### config.mk
export PLATFORM = sky130hd
export DESIGN_NAME = tpr_blend
export DESIGN_NICKNAME = d
export VERILOG_FILES = /design/src/sv/tpr_pkg.sv /design/src/sv/tpr_blend.sv
export SDC_FILE = /design/constraint.sdc
export NUM_CORES = 1
export LEC_CHECK = 0
export BUFFER_PORTS_ARGS = -buffer_cell sky130_fd_sc_hd__buf_4
export CORE_MARGIN = 2
export CORE_UTILIZATION = 65
export DETAILED_ROUTE_END_ITERATION = 12
export PLACE_DENSITY = 0.85
export RECOVER_POWER = 100
export SYNTH_ARGS = -nofsm -noshare
export SYNTH_HDL_FRONTEND = slang
export SYNTH_SLANG_ARGS = --single-unit
### constraint.sdc
create_clock -name i_clk -period 18.2 [get_ports i_clk]
set_input_delay 2.73 -clock i_clk [delete_from_list [all_inputs] [get_ports i_clk]]
set_output_delay 2.73 -clock i_clk [all_outputs]
set_load 0.05 [all_outputs]
### src/sv/tpr_pkg.sv
// Tile pixel rasterizer package: field widths, request codes, a helper function.
// No dependencies.
package tpr_pkg;
    localparam int SCREEN_WIDTH_DEF  = 320;
    localparam int SCREEN_HEIGHT_DEF = 240;
    localparam int PALETTE_DEPTH_DEF = 512;

    localparam logic [2:0] REQ_TILE   = 3'd0;
    localparam logic [2:0] REQ_WORD   = 3'd1;
    localparam logic [2:0] REQ_PAL    = 3'd2;
    localparam logic [2:0] REQ_SCROLL = 3'd3;
    localparam logic [2:0] REQ_SCAN   = 3'd4;

    localparam logic KIND_FETCH = 1'b0;
    localparam logic KIND_PIXEL = 1'b1;

    localparam logic [6:0] ALPHA_MAX = 7'd64;

    typedef struct packed {
        logic [2:0]  req_type;
        logic [8:0]  x_origin;
        logic [8:0]  y_origin;
        logic [20:0] tile_attr;
        logic [21:0] bitmap_base;
        logic [15:0] tile_number;
        logic [15:0] data_word;
        logic [16:0] location;
    } t_req;

    typedef struct packed {
        logic        result_kind;
        logic [21:0] fetch_address;
        logic [11:0] word_count;
        logic [7:0]  red;
        logic [7:0]  green;
        logic [7:0]  blue;
    } t_rsp;

    function automatic logic [7:0] grow5(input logic [4:0] v);
        return {v, v[4:2]};
    endfunction
endpackage

### src/sv/tpr_blend.sv
// Shared 8-bit blend unit: one channel per use, registered result.
// Depends on tpr_pkg.
module tpr_blend import tpr_pkg::*; (
    input  logic       i_clk,
    input  logic [6:0] i_alpha,
    input  logic [7:0] i_old,
    input  logic [7:0] i_new,
    output logic [7:0] o_mix
);
    logic [13:0] n_sum;
    logic [7:0]  r_mix;
    always_comb begin
        n_sum = 14'(ALPHA_MAX - i_alpha) * 14'(i_old) + 14'(i_alpha) * 14'(i_new);
    end
    always_ff @(posedge i_clk) begin
        r_mix <= n_sum[13:6];
    end
    assign o_mix = r_mix;
endmodule

==> results of run 1 <==
==> stage by stage <==
stage	hold WS (ns)	std cells	instance area, um2	power, uW
after CTS	3.03	543	4370	816
after floorplan	3.02	441	4030	636
after global placement	3.18	540	4330	743
final	3.07	543	4330	783
after global routing	3.10	543	4330	899
after detailed placement	3.18	540	4330	783
==> path summary, 6_finish.rpt <==
| check | startpoint | to | slack (ns) |
|---|---|---|---|
| worst max-delay path | i_alpha[0] | o_mix[7] | 9.15 |
| worst min-delay path | i_old[7] | o_mix[7] | 3.07 |
==> Yosys cell counts (all sizes together) <==
library cell and count:
inv 119, fa 84, and2 58, ha 53, nand2 47, xnor2 17, nor2 12, dfxtp 8
nor2b 7, xor2 5, clkbuf 4, o21ai 4, a21oi 3, buf 3, a21o 2, nand2b 2
nand3 2, a41o 1, and2b 1, clkinv 1, nand4 1, nand4b 1, nor3 1, o21a 1
o221ai 1, o31ai 1, or2 1, xnor3 1
==> worst min-delay path, cell delays in order <==
cell     delay [ns]
buf_4          0.12
and2b_2        0.14
xnor3_1        0.17
xnor2_1        0.08
==> cell families after synthesis <==
family / after synthesis / synth area share, %
flops: 8 / 3.97
compound gates: 13 / 2.51
simple gates: 133 / 17.5
buf+inv: 127 / 11.9
fa+ha+maj: 137 / 58.1
xor+xnor: 23 / 5.99
==> layout make-up <==
cell class / count / area, um2
Timing Repair Buffer: 31 / 199
Clock buffer: 3 / 41.3
Sequential cell: 8 / 160
Multi-Input combinational cell: 306 / 3390
Inverter: 120 / 450
Tap cell: 75 / 93.8
Fill cell: 453 / 1620
==> where the power goes <==
part / internal (uW) / switching, uW
clock network: 14.3 / 7.00
registers: 40.3 / 1.89
logic: 322 / 397
total: 377 / 406
==> per-layer routing <==
metal	GRT usage, %	vias to the layer above	routed length [um]
li1	-	1332	-
met1	32.2	1412	2910
met2	51.3	80	4550
met3	2.92	12	335
met4	3.77	0	103
met5	0	-	0
==> out/results.tsv, run 1 <==
metric	value	unit
DR vias	2836	
Hold Path Depth	4	
Synthesis Warnings	0	
max_cap viols	0	
RSZ-0062 raised after global routing	no	
CTS H-tree lvls	1	
largest net degree at the start of global routing	18	
Critical Path RT	18.31	ns
Die ar.	6850	um2
final hold viol count	0	
top cell type's share of synthesized area	41.7	%
Mapped Cells	441	
Post-CTS Hold Fix Bufs	0	
grt total ovfl	0	
DRT Pass-1 Iters	4	
CTS root buf	clkbuf_8	
first-pass GRT wire length	13.6	mm
crit-path max cell delay	0.55	ns
Layout area overhead	7.44	%
Top delay family on crit path	adder cells	
I/O Buffers	31	
GRT Total Usage	26.5	%
chip height	82.8	um
I/O Pins	32	
Max VDD drop	0.000240	V
vias in the first global route	3044	
Crit. End Element	flip-flop	
FF+latch count, synth	8	
Yosys top cell by area	fa_1	
dpl hpwl	6.94	mm
share of layout cells above drive strength 1	7.26	%
post-synthesis sequential area ratio	3.97	%
Unique masters post-synth	34	
CTS tree	yes	
fin nets	631	
critical-path cell list	clkbuf_1 > inv_1 > ha_1 > xnor2_1 > nand2_1 > fa_1 > fa_1 > inv_1 > fa_1 > fa_1 > fa_1 > inv_1 > fa_1 > inv_1 > ha_1 > a21o_1 > a21o_1 > a41o_1 > o21ai_0 > o221ai_1 > xnor2_1	
Area contributors post-synth	fa_1 (42%), ha_1 (16%), inv_1 (11%)	
Max clock buf depth	2	
post-route antenna net violation count	0	
post-place setup slack	9.54	ns
Vias/cell	5.22	
std cell rows	28	
Post-Syn Nets	602	
Critical Path AT	9.16	ns
crit path time final	9.05	ns
fmax	110	MHz
period utilization	49.7	%
setup violators final	0	
Post-Syn Area	4030	um2
most frequent cells in the layout	inv_1 (118), fa_1 (84), and2_1 (57), ha_1 (53), nand2_1 (47)	
Sink Count	8	
TritonCTS Buffers	3	
crit path buf inv count	5	
commonest non-fill, non-tap cell in the layout	inv_1	
final wirelength	7.90	mm
diode count	0	
Setup WS post-layout	9.15	ns
Power Density	181	nW/um2
Initial Util	67.7	%
# DRC	0	
crit path kind	in -> reg	
Die Wd	82.8	um
Core Util, Final	72.8	%
initial antenna violation count	0	
status	finished, final reports clean	
Levels on crit path	21	
Fin Setup TNS	0	ns
Critical Path Source Type	input port	
total setup buffers inserted after CTS	0	
Syn Area/Cell	9.15	um2
post-CTS resize count	0	
number of flip-flops under the largest register name	8	
final slew viol count	0	
iteration-0 DRC count of the detailed router	177	
crit-path max FO	17	
clock-pin slew on the worst setup and hold paths	0.04	ns
Slowest-stage cell, CP	xnor2_1	
critical path's most frequent cell	fa_1	
DR WL/cell	14.6	um
worst slew pin tran	0.772	ns
worst hold path type	in -> reg	
routability cong.	0.872	
Pleak	0.00232	uW
headroom to the max-slew limit	48.2	%
core area	5960	um2
Power figures use the tool's default switching activity.
==> run 2: changes to the inputs <==
--- a/config.mk
+++ b/config.mk
@@ -7,9 +7,9 @@
 export LEC_CHECK = 0
 export BUFFER_PORTS_ARGS = -buffer_cell sky130_fd_sc_hd__buf_4
 export CORE_MARGIN = 2
-export CORE_UTILIZATION = 65
+export CORE_UTILIZATION = 57
 export DETAILED_ROUTE_END_ITERATION = 12
-export PLACE_DENSITY = 0.85
+export PLACE_DENSITY = 0.79
 export RECOVER_POWER = 100
 export SYNTH_ARGS = -nofsm -noshare
 export SYNTH_HDL_FRONTEND = slang
==> constraint.sdc (replaced) <==
create_clock -name i_clk -period 7.6 [get_ports i_clk]
set_input_delay 1.14 -clock i_clk [delete_from_list [all_inputs] [get_ports i_clk]]
set_output_delay 1.14 -clock i_clk [all_outputs]
set_load 0.05 [all_outputs]
==> run 2 against run 1 <==
  * Sequential share of layout area about the same
  * First-iteration DRC count fell by 41%
  * Critical path depth unchanged
  * Worst hold slack worse by 1.6 ns
  * Clock power up 140%
  * Largest cell class unchanged
==> out/results.tsv, run 2 (synthesis gave the netlist of run 1 again) <==
metric	value	unit	change
post-route antenna net violation count	0		unchanged
wl on met1	2.96	mm	was 2.91 mm
worst hold path type	in -> reg		unchanged
Worst Hold Endpoint	o_mix[7]		unchanged
most frequent cells in the layout	inv_1 (118), fa_1 (84), and2_1 (57), ha_1 (53), nand2_1 (47)		unchanged
critical-path cell list	buf_4 > inv_1 > ha_1 > xnor2_1 > nand2_1 > fa_1 > fa_1 > inv_1 > fa_1 > fa_1 > fa_1 > inv_1 > fa_1 > inv_1 > ha_1 > a21o_1 > a21o_1 > a41o_1 > o21ai_2 > o221ai_1 > xnor2_1		was clkbuf_1 > inv_1 > ha_1 > xnor2_1 > nand2_1 > fa_1 > fa_1 > inv_1 > fa_1 > fa_1 > fa_1 > inv_1 > fa_1 > inv_1 > ha_1 > a21o_1 > a21o_1 > a41o_1 > o21ai_0 > o221ai_1 > xnor2_1
crit path from	i_alpha[0]		unchanged
crit-path max FO	17		unchanged
Fin Setup TNS	0	ns	unchanged
highest metal used	met4		unchanged
Comb power frac	91.9	%	about the same
grt total ovfl	0		unchanged
Slowest-stage cell, CP	fa_1		was xnor2_1
Pleak	0.00232	uW	about the same
DR WL/cell	14.0	um	was 14.6 um
Layout area overhead	8.28	%	was 7.44%
P_sw	992	uW	was 406 uW
largest net degree at the start of global routing	18		unchanged
chip height	88.1	um	was 82.8 um
crit path kind	in -> reg		unchanged
worst slew pin tran	0.646	ns	was 0.772 ns
status	finished, final reports clean		unchanged
clock-pin slew on the worst setup and hold paths	0.04	ns	about the same
GRT Total Usage	22.8	%	was 26.5%
Vias/cell	4.94		was 5.22
Critical Path AT	6.95	ns	was 9.16 ns
Max VDD drop	0.000354	V	was 0.000240 V
critical path's most frequent cell	fa_1		unchanged
Max clock buf depth	2		unchanged
Critical Path Source Type	input port		unchanged
Crit. End Element	flip-flop		unchanged
Initial Util	59.0	%	was 67.7%
Post-DP Area	4360	um2	was 4330 um2
std cell rows	30		was 28
DRT Pass-1 Iters	4		unchanged
setup violators final	0		unchanged
post-CTS resize count	0		unchanged
core area	6830	um2	was 5960 um2
I/O Pins	32		unchanged
iteration-0 DRC count of the detailed router	104		was 177
Filler Cells Inserted	616		was 453
crit path buf inv count	5		unchanged
crit path time final	6.84	ns	
initial antenna violation count	0		unchanged
diode count	0		unchanged
Critical Path RT	7.72	ns	was 18.31 ns
Clock power frac	2.7	%	about the same
Top delay family on crit path	adder cells		unchanged
routability cong.	0.920		was 0.872
DR vias	2787		was 2836
CTS H-tree lvls	1		unchanged
CTS tree	yes		unchanged
Post-CTS Hold Fix Bufs	0		unchanged
share of layout cells above drive strength 1	7.69	%	was 7.26%
CTS root buf	clkbuf_8		unchanged
post-route insts no fill	564		was 543
Die ar.	7770	um2	was 6850 um2
RSZ-0062 raised after global routing	no		unchanged
met2 wire len	4.45	mm	was 4.55 mm
max_cap viols	0		unchanged
dpl hpwl	6.97	mm	was 6.94 mm
final wirelength	7.89	mm	was 7.90 mm
first-pass GRT wire length	13.6	mm	about the same
period utilization	89.9	%	
DP Cell Count	561		was 540
Hold Path Depth	4		unchanged
Die Wd	88.1	um	was 82.8 um
vias in the first global route	3016		was 3044
wire length on met3	360	um	was 335 um
final slew viol count	0		unchanged
number of flip-flops under the largest register name	8		unchanged
commonest non-fill, non-tap cell in the layout	inv_1		unchanged
Seq pwr share	5.3	%	was 5.4%
sw frac	52.1	%	was 51.8%
headroom to the max-slew limit	56.7	%	was 48.2%
final hold viol count	0		unchanged
I/O Buffers	31		unchanged
fin area	4370	um2	was 4330 um2
min-delay src	i_old[7]		unchanged
fmax	146	MHz	
crit-path max cell delay	0.54	ns	was 0.55 ns
Sink Count	8		unchanged
TritonCTS Buffers	3		unchanged
# DRC	0		unchanged
cell-internal power	912	uW	was 377 uW
Power Density	436	nW/um2	was 181 nW/um2
total setup buffers inserted after CTS	0		unchanged
fin nets	631		unchanged
-- run 2: cell count changes in the layout (fill, tap and decap cells not counted) --
cell and delta:
clkbuf_1 -1, o21ai_2 +1, o21ai_0 -1, buf_4 +1
-- run 2: final cells by class --
type	instances	area [um2]	share of cell area [%]
clock buffers	3	41.3	0.945
inverters	120	450	10.3
multi-input cells	306	3390	77.7
flip-flops and latches	8	160	3.67
well taps	96	120	2.75
repair buffers	31	203	4.64
-- run 2: layer usage --
layer	up-vias	global-route usage, %
li1	1334	-
met1	1368	27.3
met2	74	44.0
met3	11	3.11
met4	0	4.27
met5	-	0
-- run 2: worst max-delay path by stage --
stage,to,slack (ns),depth (start not counted)
2_1_floorplan,o_mix[7],0.94,21
3_3_place_gp,o_mix[7],0.68,21
3_5_place_dp,o_mix[7],0.55,21
4_1_cts,o_mix[7],0.76,21
5_1_grt,o_mix[7],0.44,21
6_report,o_mix[7],0.76,21
-- run 2: power by group through the flow --
stage                     Combinational, uW  Sequential [uW]  Clock (uW)
final                                  1750              101        52.1
after detailed placement               1780              103           0
after floorplan                        1340              183           0
after CTS                              1820              102        53.4
after global routing                   2020              103        55.9
after global placement                 1690              103           0
-- run 2: metrics by stage --
stage	hold slack (ns)	setup WS (ns)	total power [uW]	util (%)
detailed placement	1.59	0.554	1880	63.8
global placement	1.59	0.682	1800	63.8
global route	1.50	0.438	2180	63.9
floorplan	1.43	0.937	1520	-
CTS	1.44	0.757	1970	64.4
finish	1.49	0.765	1900	63.9
